`config.mk`:
```
export PLATFORM = sky130hd
export DESIGN_NAME = button_debounce_autorepeat_top_flat
export DESIGN_NICKNAME = d
export VERILOG_FILES = /design/src/hdl/bda_pkg.sv /design/src/hdl/bda_key_if.sv /design/src/hdl/bda_event_if.sv /design/src/hdl/bda_cfg_if.sv /design/src/hdl/button_debounce_autorepeat_top.sv /design/src/flat_wrapper.sv
export SDC_FILE = /design/constraint.sdc
export NUM_CORES = 1
export LEC_CHECK = 0
export BUFFER_PORTS_ARGS = -buffer_cell sky130_fd_sc_hd__buf_2
export CAP_MARGIN = 15
export CORE_ASPECT_RATIO = 1.25
export CORE_MARGIN = 4
export CORE_UTILIZATION = 55
export CTS_BUF_LIST = sky130_fd_sc_hd__clkbuf_2
export DETAILED_ROUTE_END_ITERATION = 16
export PLACE_DENSITY = 0.81
export SYNTH_ARGS = -nofsm -noshare
export SYNTH_HDL_FRONTEND = slang
export SYNTH_SLANG_ARGS = --single-unit
```
`constraint.sdc`:
```
create_clock -name clk -period 4.3 [get_ports clk]
set_input_delay 0.86 -clock clk [delete_from_list [all_inputs] [get_ports clk]]
set_output_delay 0.86 -clock clk [all_outputs]
set_load 0.005 [all_outputs]
```
`src/hdl/bda_pkg.sv`:
```
package bda_pkg;

	// Counter and configuration widths
	localparam int COUNT_WIDTH = 16;
	localparam int CFG_WIDTH   = 16;
	localparam int CMP_WIDTH   = (COUNT_WIDTH > CFG_WIDTH) ? COUNT_WIDTH : CFG_WIDTH;

	// Button count and the subset that auto-repeats
	localparam int NUM_BUTTONS = 3;
	localparam int NUM_REPEAT  = 2;

	// Configuration register indexes
	localparam int CFG_INDEX_WIDTH = 2;
	localparam logic [CFG_INDEX_WIDTH-1:0] REG_DEBOUNCE = 2'd0;
	localparam logic [CFG_INDEX_WIDTH-1:0] REG_HOLD     = 2'd1;
	localparam logic [CFG_INDEX_WIDTH-1:0] REG_INTERVAL = 2'd2;

	// Reset values of the configuration registers
	localparam logic [CFG_WIDTH-1:0] DEBOUNCE_RESET = 16'd50;
	localparam logic [CFG_WIDTH-1:0] HOLD_RESET     = 16'd500;
	localparam logic [CFG_WIDTH-1:0] INTERVAL_RESET = 16'd100;

	typedef logic [COUNT_WIDTH-1:0]     count_t;
	typedef logic [CFG_WIDTH-1:0]       cfg_word_t;
	typedef logic [CFG_INDEX_WIDTH-1:0] cfg_index_t;
	typedef logic [CMP_WIDTH-1:0]       cmp_t;

	// Registered result of one tick
	typedef struct packed {
		logic       press_decrease;
		logic       press_start;
		logic       press_increase;
		logic       repeat_decrease;
		logic       repeat_increase;
		logic [2:0] level_bits;
	} result_t;

	// Saturating increment
	function automatic count_t sat_inc(input count_t v);
		return (v == '1) ? v : v + count_t'(1);
	endfunction

	// Zero-extend to the common compare width
	function automatic cmp_t widen_count(input count_t v);
		cmp_t r;
		r = '0;
		r[COUNT_WIDTH-1:0] = v;
		return r;
	endfunction

	function automatic cmp_t widen_cfg(input cfg_word_t v);
		cmp_t r;
		r = '0;
		r[CFG_WIDTH-1:0] = v;
		return r;
	endfunction

endpackage

```
`src/hdl/bda_key_if.sv`:
```
interface bda_key_if;
	logic valid;
	logic ready;
	logic raw_decrease;
	logic raw_start;
	logic raw_increase;

	modport source (output valid, output raw_decrease, output raw_start,
		output raw_increase, input ready);
	modport sink (input valid, input raw_decrease, input raw_start,
		input raw_increase, output ready);
endinterface

```
`src/hdl/bda_event_if.sv`:
```
interface bda_event_if;
	logic       valid;
	logic       ready;
	logic       press_decrease;
	logic       press_start;
	logic       press_increase;
	logic       repeat_decrease;
	logic       repeat_increase;
	logic [2:0] level_bits;

	modport source (output valid, output press_decrease, output press_start,
		output press_increase, output repeat_decrease, output repeat_increase,
		output level_bits, input ready);
	modport sink (input valid, input press_decrease, input press_start,
		input press_increase, input repeat_decrease, input repeat_increase,
		input level_bits, output ready);
endinterface

```
`src/hdl/bda_cfg_if.sv`:
```
interface bda_cfg_if;
	import bda_pkg::*;

	logic       valid;
	logic       ready;
	cfg_index_t index;
	cfg_word_t  data;

	modport source (output valid, output index, output data, input ready);
	modport sink (input valid, input index, input data, output ready);
endinterface

```
`src/hdl/button_debounce_autorepeat_top.sv`:
```
// Three-button debounce with one-shot press pulses and auto-repeat. Each request on
// the keys channel is one tick carrying the raw active-low levels of the decrease,
// start and increase buttons; every tick yields exactly one request on the events
// channel with the press pulses, the repeat pulses of decrease and increase, and
// the debounced levels after that tick. A tick is taken every clock cycle: the
// whole per-button update (saturating counters and their compares against the
// configuration) sits between the state registers and the result register, and a
// new tick is accepted whenever the result register is empty or being drained in
// the same cycle. A result appears in the cycle after its tick. Configuration writes
// are always taken; write them only while no tick is in flight.
module button_debounce_autorepeat_top (
	input  logic                clk,
	input  logic                arst_n,
	bda_key_if.sink             keys,
	bda_event_if.source         events,
	bda_cfg_if.sink             cfg
);
	import bda_pkg::*;

	// Configuration registers
	cfg_word_t debounce_q;
	cfg_word_t hold_q;
	cfg_word_t interval_q;

	// Per-button debounce state
	logic   [NUM_BUTTONS-1:0] prev_raw_q;
	logic   [NUM_BUTTONS-1:0] level_q;
	logic   [NUM_BUTTONS-1:0] reported_q;
	count_t                   stable_cnt_q [NUM_BUTTONS];

	// Per-button auto-repeat state (decrease, increase)
	logic   [NUM_REPEAT-1:0] hold_active_q;
	logic   [NUM_REPEAT-1:0] repeat_seen_q;
	count_t                  hold_cnt_q  [NUM_REPEAT];
	count_t                  since_cnt_q [NUM_REPEAT];

	// Next state
	logic   [NUM_BUTTONS-1:0] raw;
	logic   [NUM_BUTTONS-1:0] level_d;
	logic   [NUM_BUTTONS-1:0] reported_d;
	logic   [NUM_BUTTONS-1:0] press;
	count_t                   stable_cnt_d [NUM_BUTTONS];
	logic   [NUM_REPEAT-1:0]  hold_active_d;
	logic   [NUM_REPEAT-1:0]  repeat_seen_d;
	logic   [NUM_REPEAT-1:0]  rpt;
	count_t                   hold_cnt_d  [NUM_REPEAT];
	count_t                   since_cnt_d [NUM_REPEAT];
	logic   [NUM_REPEAT-1:0]  rpt_level;

	// Result register
	result_t result_q;
	result_t result_d;
	logic    out_valid_q;
	logic    accept;

	assign cfg.ready  = 1'b1;
	assign keys.ready = !out_valid_q || events.ready;
	assign accept     = keys.valid && keys.ready;

	assign raw = {keys.raw_increase, keys.raw_start, keys.raw_decrease};

	// Configuration writes; unknown indexes are dropped
	always_ff @(posedge clk or negedge arst_n) begin
		if (!arst_n) begin
			debounce_q <= DEBOUNCE_RESET;
			hold_q     <= HOLD_RESET;
			interval_q <= INTERVAL_RESET;
		end else if (cfg.valid) begin
			case (cfg.index)
				REG_DEBOUNCE: debounce_q <= cfg.data;
				REG_HOLD:     hold_q     <= cfg.data;
				REG_INTERVAL: interval_q <= cfg.data;
				default: ;
			endcase
		end
	end

	// Debounce and one-shot press, one button per iteration
	always_comb begin
		for (int b = 0; b < NUM_BUTTONS; b++) begin
			stable_cnt_d[b] = (raw[b] == prev_raw_q[b]) ? sat_inc(stable_cnt_q[b]) : '0;
			level_d[b]      = level_q[b];
			reported_d[b]   = reported_q[b];
			if ((widen_count(stable_cnt_d[b]) > widen_cfg(debounce_q)) &&
					(raw[b] != level_q[b])) begin
				level_d[b] = raw[b];
				if (!raw[b]) begin
					reported_d[b] = 1'b0;
				end
			end
			press[b] = !level_d[b] && !reported_d[b];
			if (press[b]) begin
				reported_d[b] = 1'b1;
			end
		end
	end

	// Auto-repeat: decrease uses button 0, increase uses button 2
	assign rpt_level = {level_d[2], level_d[0]};

	always_comb begin
		for (int h = 0; h < NUM_REPEAT; h++) begin
			hold_active_d[h] = 1'b0;
			repeat_seen_d[h] = 1'b0;
			hold_cnt_d[h]    = '0;
			since_cnt_d[h]   = '0;
			rpt[h]           = 1'b0;
			if (!rpt_level[h]) begin
				hold_active_d[h] = 1'b1;
				if (hold_active_q[h]) begin
					hold_cnt_d[h]    = sat_inc(hold_cnt_q[h]);
					repeat_seen_d[h] = repeat_seen_q[h];
					since_cnt_d[h]   = repeat_seen_q[h] ? sat_inc(since_cnt_q[h])
						: since_cnt_q[h];
					if (widen_count(hold_cnt_d[h]) >= widen_cfg(hold_q)) begin
						if (!repeat_seen_q[h] ||
								(widen_count(since_cnt_d[h]) >= widen_cfg(interval_q))) begin
							repeat_seen_d[h] = 1'b1;
							since_cnt_d[h]   = '0;
							rpt[h]           = 1'b1;
						end
					end
				end
			end
		end
	end

	// Assemble the result of this tick
	always_comb begin
		result_d.press_decrease  = press[0];
		result_d.press_start     = press[1];
		result_d.press_increase  = press[2];
		result_d.repeat_decrease = rpt[0];
		result_d.repeat_increase = rpt[1];
		result_d.level_bits      = level_d;
	end

	// State update on each accepted tick
	always_ff @(posedge clk or negedge arst_n) begin
		if (!arst_n) begin
			prev_raw_q    <= '1;
			level_q       <= '1;
			reported_q    <= '0;
			hold_active_q <= '0;
			repeat_seen_q <= '0;
			for (int b = 0; b < NUM_BUTTONS; b++) begin
				stable_cnt_q[b] <= '0;
			end
			for (int h = 0; h < NUM_REPEAT; h++) begin
				hold_cnt_q[h]  <= '0;
				since_cnt_q[h] <= '0;
			end
		end else if (accept) begin
			prev_raw_q    <= raw;
			level_q       <= level_d;
			reported_q    <= reported_d;
			hold_active_q <= hold_active_d;
			repeat_seen_q <= repeat_seen_d;
			for (int b = 0; b < NUM_BUTTONS; b++) begin
				stable_cnt_q[b] <= stable_cnt_d[b];
			end
			for (int h = 0; h < NUM_REPEAT; h++) begin
				hold_cnt_q[h]  <= hold_cnt_d[h];
				since_cnt_q[h] <= since_cnt_d[h];
			end
		end
	end

	// Result register valid
	always_ff @(posedge clk or negedge arst_n) begin
		if (!arst_n) begin
			out_valid_q <= 1'b0;
		end else if (keys.ready) begin
			out_valid_q <= keys.valid;
		end
	end

	// Result payload, no reset needed
	always_ff @(posedge clk) begin
		if (accept) begin
			result_q <= result_d;
		end
	end

	assign events.valid           = out_valid_q;
	assign events.press_decrease  = result_q.press_decrease;
	assign events.press_start     = result_q.press_start;
	assign events.press_increase  = result_q.press_increase;
	assign events.repeat_decrease = result_q.repeat_decrease;
	assign events.repeat_increase = result_q.repeat_increase;
	assign events.level_bits      = result_q.level_bits;

endmodule
```
`src/flat_wrapper.sv`:
```
// flat-port wrapper written by rule: the top's interface ports become plain ports
module button_debounce_autorepeat_top_flat import bda_pkg::*;
  (clk, arst_n, keys_valid, keys_raw_decrease, keys_raw_start, keys_raw_increase, keys_ready, events_valid, events_press_decrease, events_press_start, events_press_increase, events_repeat_decrease, events_repeat_increase, events_level_bits, events_ready, cfg_valid, cfg_index, cfg_data, cfg_ready);
  bda_key_if keys_i ();
  bda_event_if events_i ();
  bda_cfg_if cfg_i ();
  input  logic clk;
  input  logic arst_n;
  input wire logic [$bits(keys_i.valid)-1:0] keys_valid;
  input wire logic [$bits(keys_i.raw_decrease)-1:0] keys_raw_decrease;
  input wire logic [$bits(keys_i.raw_start)-1:0] keys_raw_start;
  input wire logic [$bits(keys_i.raw_increase)-1:0] keys_raw_increase;
  output wire logic [$bits(keys_i.ready)-1:0] keys_ready;
  output wire logic [$bits(events_i.valid)-1:0] events_valid;
  output wire logic [$bits(events_i.press_decrease)-1:0] events_press_decrease;
  output wire logic [$bits(events_i.press_start)-1:0] events_press_start;
  output wire logic [$bits(events_i.press_increase)-1:0] events_press_increase;
  output wire logic [$bits(events_i.repeat_decrease)-1:0] events_repeat_decrease;
  output wire logic [$bits(events_i.repeat_increase)-1:0] events_repeat_increase;
  output wire logic [$bits(events_i.level_bits)-1:0] events_level_bits;
  input wire logic [$bits(events_i.ready)-1:0] events_ready;
  input wire logic [$bits(cfg_i.valid)-1:0] cfg_valid;
  input wire logic [$bits(cfg_i.index)-1:0] cfg_index;
  input wire logic [$bits(cfg_i.data)-1:0] cfg_data;
  output wire logic [$bits(cfg_i.ready)-1:0] cfg_ready;
  assign keys_i.valid = keys_valid;
  assign keys_i.raw_decrease = keys_raw_decrease;
  assign keys_i.raw_start = keys_raw_start;
  assign keys_i.raw_increase = keys_raw_increase;
  assign keys_ready = keys_i.ready;
  assign events_valid = events_i.valid;
  assign events_press_decrease = events_i.press_decrease;
  assign events_press_start = events_i.press_start;
  assign events_press_increase = events_i.press_increase;
  assign events_repeat_decrease = events_i.repeat_decrease;
  assign events_repeat_increase = events_i.repeat_increase;
  assign events_level_bits = events_i.level_bits;
  assign events_i.ready = events_ready;
  assign cfg_i.valid = cfg_valid;
  assign cfg_i.index = cfg_index;
  assign cfg_i.data = cfg_data;
  assign cfg_ready = cfg_i.ready;
  button_debounce_autorepeat_top u_core (.clk(clk), .arst_n(arst_n), .keys(keys_i), .events(events_i), .cfg(cfg_i));
endmodule
```
After elaboration in Yosys (flattened, before gate mapping)

Cells that the tools add are included.

Flip-flop bits (word level): 182
Input port bits: 26
Output and inout bits: 11
Word-level logic and storage cells: 135

Add/sub/neg operators: 7
Magnitude comparators: 7
Equality and inequality tests: 19
Multiplexer cells: 48
Bitwise operators: 4
Reduce and logical (&&, ||, !) cells: 27

Operators by type and width:

| operator                                                        | count |
|---|---|
| 16-bit two-way mux                                              | 24 |
| 16-bit by 1-bit adder with 16-bit output, second input constant | 7 |
| 16-bit == test, second input constant                           | 7 |
| 16-bit >= comparator                                            | 4 |
| 16-bit > comparator                                             | 3 |
| 1-bit two-way mux                                               | 24 |
| 3-bit != test, second input constant                            | 4 |
| 1-bit logical NOT                                               | 9 |
| 1-bit logical AND                                               | 7 |
| 2-bit AND reduction                                             | 3 |
| 3-bit AND reduction                                             | 2 |
| 3-bit OR reduction                                              | 2 |
| 1-bit NOT                                                       | 4 |
| 1-bit == test                                                   | 3 |
| 1-bit logical OR                                                | 3 |
| 1-bit != test                                                   | 3 |
| 2-bit by 1-bit == test with 1-bit output, second input constant | 1 |
| 2-bit == test, second input constant                            | 1 |
| 2-bit logical NOT                                               | 1 |

Logic depth before layout (Yosys ltp)

Gate-level depths: netlist of the first run.

Word-level depth: 9
Depth in mapped cells: 19

Worst setup path after synthesis of the first run

Ideal clock, no wire load.

Path kind: input to register
Start: in keys_raw_decrease
End: reg u_core.since_cnt_q[24] (netlist name)
Arrival: 3,913 ps
Required time: 4,178 ps
Path slack: 266 ps
Stages: 13
Path buffers: 3
Path through: xor2_1 clkbuf_1 clkbuf_1 nor2_1 ha_1 nand4_2 nor3_1 or4_1 a22o_1 o31ai_2 nor2_2 buf_2 a32o_1

RTL lines:

| what                           | line                                  | text |
|---|---|---|
| start: declaration             | flat_wrapper.sv:10                    | `input wire logic [$bits(keys_i.raw_decrease)-1:0] keys_raw_decrease;` |
| end signal: indexed assignment | button_debounce_autorepeat_top.sv:164 | `since_cnt_q[h] <= since_cnt_d[h];` |
| end: declaration               | button_debounce_autorepeat_top.sv:35  | `count_t since_cnt_q [NUM_REPEAT];` |

==> impl_results.md, run 1 <==
- Outcome: finished clean
- Fin cells: roughly 1700
- Power density over cell area: 300 nW/um^2
- First-pass GRT wire length: 51300 um
- TritonRoute pass-1 iters: 5
- Hold Path Class: in2async
- R2r startpoint: u_core.stable_cnt_q[7]
- Mapped Cells: 1410
- Mapped Area: 12600 sq um
- Synth area leaders: dfrtp_1, ha_1, nand2_1
- # setup viols final: 0
- Vias per cell: 6.24
- Routed WL per cell: 17.9 um
- Drt drc: 0
- R2R Setup Slk: 0.24 ns
- Root Buffer: clkbuf_2
- Vias in the first global route: 10577
- RePlAce Congestion: 0.994
- Critical path class: reg2reg
- Slew headroom: 0.428
- Die X: 143 um
- Slew @ Worst Pin: approximately 0.86 ns
- Worst skew pair latency: 0.82 ns
- Area grow syn2layout: 7.35%
- Synth async-reset ratio: 0.956
- Routed WL: 31200 um
- Port-buffer cells: 35
- Most frequent cells in the layout: nand2_1, dfrtp_1, ha_1, nor2_1, o21ai_0
- Pleak: just over 0.006 uW
- Worst setup path startpoint: u_core.stable_cnt_q[7]
- Crit path DAT: around 4.8 ns
- Slowest library cell on the worst path: dfrtp_1
- Clock skew: 0.0532 ns
- Synth Warn #: 0
- Fin. max-slew vios: 0
- DP HPWL: 22800 um
- Setup TNS: 0 ns
- Core area: 22400 sq um
- Final WS setup: approximately 0.24 ns
- Final Util: 0.604
- Max frequency: 247 MHz
- Main synth FF type: dfrtp_1
- Vias: about 11000
- Synth Register Bits: 182
- CTS Buf Count: 17
- Placement Setup Slack: 0.00161 ns
- Max incr delay on CP: 0.49 ns
- Total chip power: approximately 4100 uW
- Clock sinks: ~180
- Top cell type's share of synthesized area: 0.309
- Max capacitance violation total: 0
- Yosys top cell by area: dfrtp_1
- Htree depth: 4
- Io pins: 37
- GR Util All Layers: 0.250
- Number of enable flip-flop cells after synthesis: 8
- Number of antenna violations at the first check in global routing: 1
- Die Ht: 177 um
- CP Max Fanout: 14
- CP Cell Sequence: and4_1 > nand3_1 > nor3_2 > nand2b_1 > buf_4 > nand4_1 > xnor2_1 > nor2_1 > ha_1 > a21oi_1 > a2111oi_2 > o41ai_2 > or3b_4 > or3_4 > o31ai_2
- Element type at the critical path end: flop
- Final hold vios: 0
- Peak supply drop: 0.175 mV
- Pin count of the biggest net entering global routing: 97
- Crit Reg-Reg Endpoint: u_core.since_cnt_q[11]
- Syn nets: 1555
- Syn avg cell area: slightly below 9 sq um
- CP required: slightly above 5 ns
- Clock Pin Slew Worst Setup and Hold Paths: just over 0.3 ns
- Sequential share of the synthesized area: 0.366
- Count of different cell masters after synthesis: 73
- Final min period: 4.06 ns
- Fin crit share: 0.943
- Total congestion overflow: 0
- Final #Nets: 1585
- Layout cells sized above 1: 0.140
- Die area: 25400 sq um
- CTS Buffer Depth: 2
- Post-DRT Antenna Nets: 0
- Most common cell after layout, fill and taps aside: nand2_1
- Post-Place Cells: between 1500 and 2000
- CP Launch Type: flop
- First DRT Iteration DRCs: 807
- TritonCTS clock tree: built
- Rows: 61
- Initial core utilization: 0.562
- FF-to-FF path depth: 15
[worst max-delay path, delay by kind of cell, from the launching register on]
family	cells	cell delay, ns
compound gates	4	0.95
simple gates	8	1.92
flops	1	0.49
fa+ha+maj	1	0.32
buf+inv	1	0.19
xor+xnor	1	0.13
[where the power goes]
| part | total, uW | internal [uW] | switching, uW | leakage, uW |
|---|---|---|---|---|
| registers | 2030 | 1910 | 120 | 0.00234 |
| clock network | 862 | 178 | 684 | 0.000129 |
| logic | 1170 | 459 | 711 | 0.00370 |
| total | 4060 | 2550 | 1510 | 0.00617 |
[routing by layer]
layer  vias to the layer above  part of all wire  track usage
met5                         -                 0            0
met4                         0             0.037        0.108
met3                        87             0.057       0.0353
met2                       362              0.49        0.419
met1                      5241              0.42        0.321
li1                       5157                 -            -
[worst max-delay path by stage]
stage	to	slack, ns	cells past startpoint
finish	u_core.since_cnt_q[11]	0.24	15
detailed placement	u_core.since_cnt_q[3]	0.002	16
CTS	u_core.since_cnt_q[31]	0.04	16
floorplan	u_core.since_cnt_q[24]	0.27	13
global route	u_core.since_cnt_q[0]	-0.1	15
global placement	u_core.since_cnt_q[11]	0.17	15
[registers in the layout (all words and copies together), names as in the netlist]
name	count
u_core.repeat_seen_q	2
u_core.hold_cnt_q	32
u_core.events.repeat_decrease	1
u_core.hold_active_q	2
u_core.events.press_decrease	1
u_core.level_q	3
u_core.interval_q	16
u_core.stable_cnt_q	48
u_core.debounce_q	16
u_core.events.valid	1
u_core.events.press_increase	1
u_core.events.press_start	1
u_core.events.level_bits	3
u_core.hold_q	16
u_core.prev_raw_q	3
u_core.events.repeat_increase	1
u_core.reported_q	3
u_core.since_cnt_q	32
[stage by stage]
stage,cell area (sq um),hold WS (ns)
after floorplan,12600,0.435
after global placement,13200,0.451
after detailed placement,13200,0.463
after CTS,13500,0.0133
after global routing,13500,0.0182
final,13500,0.0123
[synth_stat cells, drive strengths merged (13+ instances only)]
library cell,number
and3,21
and4,13
buf,13
mux2,46
a21oi,79
a21o,15
nand3,54
o21ai,92
dfrtp,156
ha,119
nand4,44
dfstp,18
nor3,25
nand2,173
nor2,105
o31ai,27
clkbuf,48
nand2b,13
xor2,33
xnor2,47
a22o,21
a31oi,16
inv,75
[logic make-up after synthesis]
| group | after synthesis | share of synthesized area |
|---|---|---|
| other | 1 | 0.000297 |
| XOR/XNOR | 80 | 0.0555 |
| flip-flops | 182 | 0.366 |
| multiplexers | 54 | 0.0474 |
| buffers and inverters | 136 | 0.0418 |
| AO/OA/AOI/OAI | 326 | 0.168 |
| adder cells (fa/ha/maj) | 119 | 0.118 |
| AND/OR/NAND/NOR | 512 | 0.203 |
[area by class of cell]
cell class | count | area (sq um)
Clock inverter | 15 | 143
Inverter | 75 | 282
Clock buffer | 17 | 85.1
Tap cell | 283 | 354
Timing Repair Buffer | 72 | 534
Antenna cell | 1 | 2.50
Fill cell | 1897 | 8900
Multi-Input combinational cell | 1092 | 7520
Sequential cell | 182 | 4620
[repair_timing]
| item | 4_1_cts | 5_1_grt |
|---|---|---|
| hold buffers | 0 | 0 |
| setup buffers | 0 | 2 |
| setup endpoints to repair | 4 | 42 |
| endpoints found under the hold margin | 0 | 0 |
| pin swaps | 0 | 2 |
| gates resized for setup | 1 | 8 |
(Power assumes the default switching activity.)
==> run 2: changes to the inputs <==
==> constraint.sdc (replaced) <==
create_clock -name clk -period 4.17 [get_ports clk]
set_input_delay 1.0425 -clock clk [delete_from_list [all_inputs] [get_ports clk]]
set_output_delay 1.0425 -clock clk [all_outputs]
set_load 0.005 [all_outputs]
==> run 2 against run 1 <==
First-iteration DRC count fell by 9.4%. Sequential power is 3% higher. Combinational power is 3% higher. Clock skew up 0.012 ns. Total power up 5.0%. Critical path depth increased by 1. Sequential share of layout area decreased by 0.78 points. Non-clock buffer count rose by 35. Critical endpoint unchanged. Worst setup slack got worse by 0.057 ns. Maximum frequency up 1.8%. Via count up 1.1%. Clock power grew 12%.
==> impl_results.md, run 2 (same netlist as run 1, synthesis figures left out) <==
- CP Launch Type: flop
- Most common cell after layout, fill and taps aside: nand2_1
- FF-to-FF path depth: 16
- Outcome: finished clean
- Rows: a little over 60
- Vias in the first global route: around 11000
- Drt drc: 0
- Post-Place Cells: around 1700
- Power density over cell area: a little over 300 nW/um^2
- RePlAce Congestion: 0.925
- Post-DRT Antenna Nets: 0
- Hold WS: ~0.19 ns
- Routed WL: 31700 um
- Hold buffer count at cts: 0
- Core area: between 20000 and 25000 sq um
- Htree depth: 4
- TritonCTS clock tree: built
- # setup viols final: 0
- Initial core utilization: 0.562
- Pin count of the biggest net entering global routing: 82
- Clock skew: 0.0655 ns
- GR Util met2: 0.425
- CP Cell Sequence: and3_4 > nand3_1 > buf_4 > nor3_4 > buf_4 > mux2i_1 > nor2_1 > ha_1 > nor2b_1 > o211ai_1 > a2111oi_2 > o41ai_1 > or3b_4 > buf_4 > or3_4 > o31ai_2
- Worst Setup EP: u_core.since_cnt_q[11]
- Layout cells sized above 1: 0.163
- Most frequent cells in the layout: nand2_1, dfrtp_1, ha_1, nor2_1, o21ai_0
- CP Max Fanout: 7
- Fin cells: about 1800
- Clock sinks: ~180
- Total congestion overflow: 0
- Biggest register: u_core.stable_cnt_q
- Routed WL per cell: 17.9 um
- Die X: 143 um
- Die Ht: 177 um
- Max reg flops: 48
- Final hold vios: 0
- CP bufs+invs: 3
- R2r startpoint: u_core.stable_cnt_q[3]
- Met1 Use GR: 0.326
- Worst skew pair latency: 0.86 ns
- Number of antenna violations at the first check in global routing: 2
- Slew headroom: 0.432
- CTS Buf Count: 17
- Levels on crit path: 16
- Element type at the critical path end: flop
- CTS Buffer Depth: 2
- Crit path DAT: 4.75 ns
- Gr busiest metal: met2
- Slew @ Worst Pin: 0.850 ns
- R2R Setup Slk: between 0.15 and 0.2 ns
- CP dominant cell by count: buf_4
- Die area: between 20000 and 30000 sq um
- Fin. max-slew vios: 0
- TritonRoute pass-1 iters: 5
- Worst setup path startpoint: u_core.stable_cnt_q[3]
- Io pins: 37
- DP HPWL: ~23000 um
- Clock Pin Slew Worst Setup and Hold Paths: roughly 0.3 ns
- Max frequency: roughly 250 MHz
- Pleak: about 0.0064 uW
- Area grow syn2layout: 9.86%
- Slowest library cell on the worst path: dfrtp_1
- Crit Reg-Reg Endpoint: u_core.since_cnt_q[11]
- Final min period: 3.98 ns
- First DRT Iteration DRCs: 731
- Largest registers: u_core.stable_cnt_q x48, u_core.hold_cnt_q x32, u_core.since_cnt_q x32
- Post-DP Area: about 13000 sq um
- Delay-heaviest family, CP: simple AND/OR/NAND/NOR gates
- Hold Path Class: in2async
- Finished Cell Area: 13900 sq um
- Vias per cell: 6.19
- First-pass GRT wire length: 51700 um
- Final #Nets: 1620
- Port-buffer cells: 35
- Peak supply drop: 0.195 mV
- Root Buffer: clkbuf_2
- Vias: 10970
- Met3 Use GR: 0.0404
- Fin crit share: 0.955
- Fillcell total: 1848
- Max incr delay on CP: 0.44 ns
- Total chip power: roughly 4300 uW
- Max capacitance violation total: 0
- Critical path class: reg2reg
- CP required: 4.94 ns
- GR Util All Layers: 0.252
-- run 2: cell count changes in the layout (fill, tap and decap cells not counted), moves of 2 or more --
| cell | previous run | this run |
|---|---|---|
| nor3_4 | 1 | 4 |
| a221oi_1 | 2 | 0 |
| clkinv_4 | 3 | 0 |
| clkinv_8 | 2 | 0 |
| nor3_2 | 4 | 1 |
| inv_6 | 4 | 7 |
| inv_8 | 2 | 4 |
| a221oi_2 | 0 | 2 |
| buf_4 | 31 | 67 |
-- run 2: how the worst min path moves through the flow --
stage,start,to,depth (start not counted)
after global routing,arst_n,u_core.stable_cnt_q[23],1
after global placement,u_core.prev_raw_q[0],u_core.prev_raw_q[0],2
after detailed placement,u_core.prev_raw_q[0],u_core.prev_raw_q[0],2
final,arst_n,u_core.stable_cnt_q[23],1
after CTS,arst_n,u_core.interval_q[3],1
after floorplan,u_core.reported_q[2],u_core.reported_q[2],1
-- run 2: area by class of cell --
type	instances	area [sq um]	share of cell area
Tap cell	283	354	0.0255
Antenna cell	1	2.50	0.000181
Multi-Input combinational cell	1092	7580	0.547
Clock inverter	15	156	0.0113
Clock buffer	17	85.1	0.00614
Inverter	75	282	0.0203
Timing Repair Buffer	107	785	0.0566
Sequential cell	182	4620	0.333
-- run 2: layer usage --
metal  vias up  routed length, um  share of wire
li1       5229                  -              -
met1      5312              13600           0.43
met2       353              15500           0.49
met3        74               1580          0.050
met4         2                989          0.031
met5         -                  7        0.00022
-- run 2: per-stage QoR --
step / TNS (ns) / setup WS [ns] / utilization
floorplan: 0 / 0.0152 / -
global route: -0.0991 / -0.0531 / 0.618
finish: 0 / 0.188 / 0.618
detailed placement: -0.0999 / -0.0318 / 0.598
global placement: 0 / 0.0166 / 0.598
CTS: 0 / 0.0125 / 0.609
-- run 2: repair_timing --
action                                  4_1_cts  5_1_grt
hold endpoints to repair                      0        0
gates resized for setup                       1       18
pin swaps                                     0        2
buffers inserted                              0       15
endpoints found under the setup margin       10       43
-- run 2: report_power, final --
group	internal, uW	switching, uW	leakage, uW
clock network	248	720	0.000145
logic	475	731	0.00391
registers	1970	121	0.00234
total	2690	1570	0.00639
==> run 3: changes to the inputs <==
==> constraint.sdc (replaced) <==
create_clock -name clk -period 4.5 [get_ports clk]
set_input_delay 1.125 -clock clk [delete_from_list [all_inputs] [get_ports clk]]
set_output_delay 1.125 -clock clk [all_outputs]
set_load 0.005 [all_outputs]
==> run 3 against run 2 <==
Worst setup slack gained 0.069 ns. Sequential power shrank 7%. Combinational power shrank 9.9%. Non-clock buffer count shrank 47. Design area shrank 3.0%. Critical path depth is the same. Routed wire length shrank 2.6%. Register-to-register slack gained 0.07 ns. Die area is the same. Count of clock-buffer cells in the layout grew 1. First-iteration DRC count grew 1.9%. Hold slack gained 0.20 ns. Largest cell class unchanged.
==> impl_results.md, run 3 (same netlist as run 1, synthesis figures left out) <==
- Die X: 143 um
- Post-DP Area: 13100 sq um
- Fin cells: 1725
- Setup TNS: 0 ns
- Hold Path Class: in2async
- Die area: 25400 sq um
- TritonRoute pass-1 iters: 5
- Initial core utilization: 0.562
- Io pins: 37
- Slew headroom: 0.351
- Area grow syn2layout: 6.52%
- Vias per cell: 6.18
- Peak supply drop: 0.192 mV
- Fin crit share: 0.943
- Sw power: 1430 uW
- Slew @ Worst Pin: approximately 0.97 ns
- Drt drc: 0
- Max capacitance violation total: 0
- Finished Cell Area: 13400 sq um
- First-pass GRT wire length: 50300 um
- Fillcell total: 1920
- Final #Nets: 1573
- Layout cells sized above 1: 0.131
- Worst skew pair latency: between 0.8 and 0.9 ns
- Largest registers: u_core.stable_cnt_q x48, u_core.hold_cnt_q x32, u_core.since_cnt_q x32
- Routed WL per cell: 17.9 um
- RePlAce Congestion: 0.898
- Pin count of the biggest net entering global routing: 106
- Gate power share: 0.279
- RSZ-0062 raised after global routing: no
- Most frequent cells in the layout: nand2_1, dfrtp_1, ha_1, nor2_1, o21ai_0
- Part of the power in the clock network: 0.221
- Element type at the critical path end: flop
- Root Buffer: clkbuf_2
- CP Max Fanout: 11
- Post-DRT Antenna Nets: 0
- Pint: approximately 2500 uW
- Htree depth: 4
- Most common cell after layout, fill and taps aside: nand2_1
- Pleak: a little over 0.006 uW
- Fin. max-slew vios: 0
- FF-to-FF path depth: 16
- GR Util All Layers: 0.245
- Clock skew: between 0.07 and 0.08 ns
- Port-buffer cells: 35
- Outcome: finished clean
- Max frequency: 236 MHz
- Vias: 10667
- Sw Share: 0.367
- TritonCTS clock tree: built
- Max reg flops: 48
- Die Ht: 177 um
- Power density over cell area: roughly 290 nW/um^2
- Biggest register: u_core.stable_cnt_q
- Clock sinks: 182
- Clock Pin Slew Worst Setup and Hold Paths: 0.29 ns
- CTS Buf Count: 17
- First DRT Iteration DRCs: 745
- # setup viols final: 0
- Crit path DAT: 4.95 ns
- Core area: 22400 sq um
- Routed WL: 30900 um
- Rows: 61
- Vias in the first global route: 10342
- Number of antenna violations at the first check in global routing: 2
- Hold buffer count at cts: 0
- CP required: 5.20 ns
- CTS Buffer Depth: 2
- Final hold vios: 0
- CP Launch Type: flop
- Post-Place Cells: 1690
- Critical path class: reg2reg
- Final min period: 4.24 ns
- Total congestion overflow: 0
- Reg power frac: 0.500
- DP HPWL: 22800 um
[run 3: cell types whose count changed in the layout (fill, tap and decap cells not counted), sizes merged]
| cell | change |
|---|---|
| clkbuf | +1 |
| inv | -4 |
| clkinv | +2 |
| clkinvlp | +1 |
| buf | -47 |
[run 3: final timing paths]
kind | endpoint | start | slack (ns)
setup / recovery | u_core.since_cnt_q[3] | u_core.hold_cnt_q[0] | 0.26
hold / removal | u_core.stable_cnt_q[25] | arst_n | 0.40
setup reg to reg | u_core.since_cnt_q[3] | u_core.hold_cnt_q[0] | 0.26
hold reg to reg | u_core.prev_raw_q[0] | u_core.prev_raw_q[0] | 0.49
max in group asynchronous | u_core.hold_q[4] | arst_n | 3.06
min in group clk | u_core.prev_raw_q[0] | u_core.prev_raw_q[0] | 0.49
[run 3: per-stage QoR]
step / hold slack [ns] / utilization / power, uW / worst slack (ns)
global route: 0.382 / 0.599 / 4120 / 0.0160
detailed placement: 0.460 / 0.586 / 3030 / 0.0852
CTS: 0.386 / 0.596 / 3900 / 0.0260
global placement: 0.455 / 0.586 / 2980 / 0.267
finish: 0.400 / 0.599 / 3890 / 0.257
floorplan: 0.435 / - / 2640 / 0.201
[run 3: what timing repair did]
action	CTS	global route
pin swaps	0	1
setup buffers	0	2
resized for setup	1	8
setup endpoints to repair	1	40
[run 3: critical path: stages, from the launching register on]
cell      delay [ns]
dfrtp_1         0.50
ha_1            0.22
inv_1           0.05
or4_1           0.67
nor3_4          0.33
nor2_1          0.13
nand4_1         0.12
xnor2_1         0.12
ha_1            0.33
nand4_1         0.12
nor4_1          0.31
a221oi_1        0.16
o21ai_0         0.20
o21a_2          0.34
nor3_2          0.07
buf_4           0.20
a221o_1         0.29
[run 3: metal layers]
| metal | up-vias | GRT usage | wire [um] |
|---|---|---|---|
| li1 | 5151 | - | - |
| met1 | 5105 | 0.314 | 13100 |
| met2 | 334 | 0.416 | 15200 |
| met3 | 75 | 0.0429 | 1650 |
| met4 | 2 | 0.0887 | 967 |
| met5 | - | 0 | 8 |
[run 3: power by group through the flow]
stage	clock network, uW	registers (uW)	logic, uW
after global routing	941	1960	1220
after CTS	886	1940	1070
after detailed placement	0	1970	1070
final	859	1940	1090
after floorplan	0	1940	705
after global placement	0	1960	1020
[run 3: final cells by class]
| cell class | instances | area [sq um] | share of cell area |
|---|---|---|---|
| Multi-Input combinational cell | 1092 | 7530 | 0.561 |
| Sequential cell | 182 | 4620 | 0.344 |
| Timing Repair Buffer | 60 | 419 | 0.0312 |
| Tap cell | 283 | 354 | 0.0264 |
| Inverter | 75 | 282 | 0.0209 |
| Clock inverter | 14 | 141 | 0.0105 |
| Clock buffer | 18 | 90.1 | 0.00670 |
| Antenna cell | 1 | 2.50 | 0.000186 |
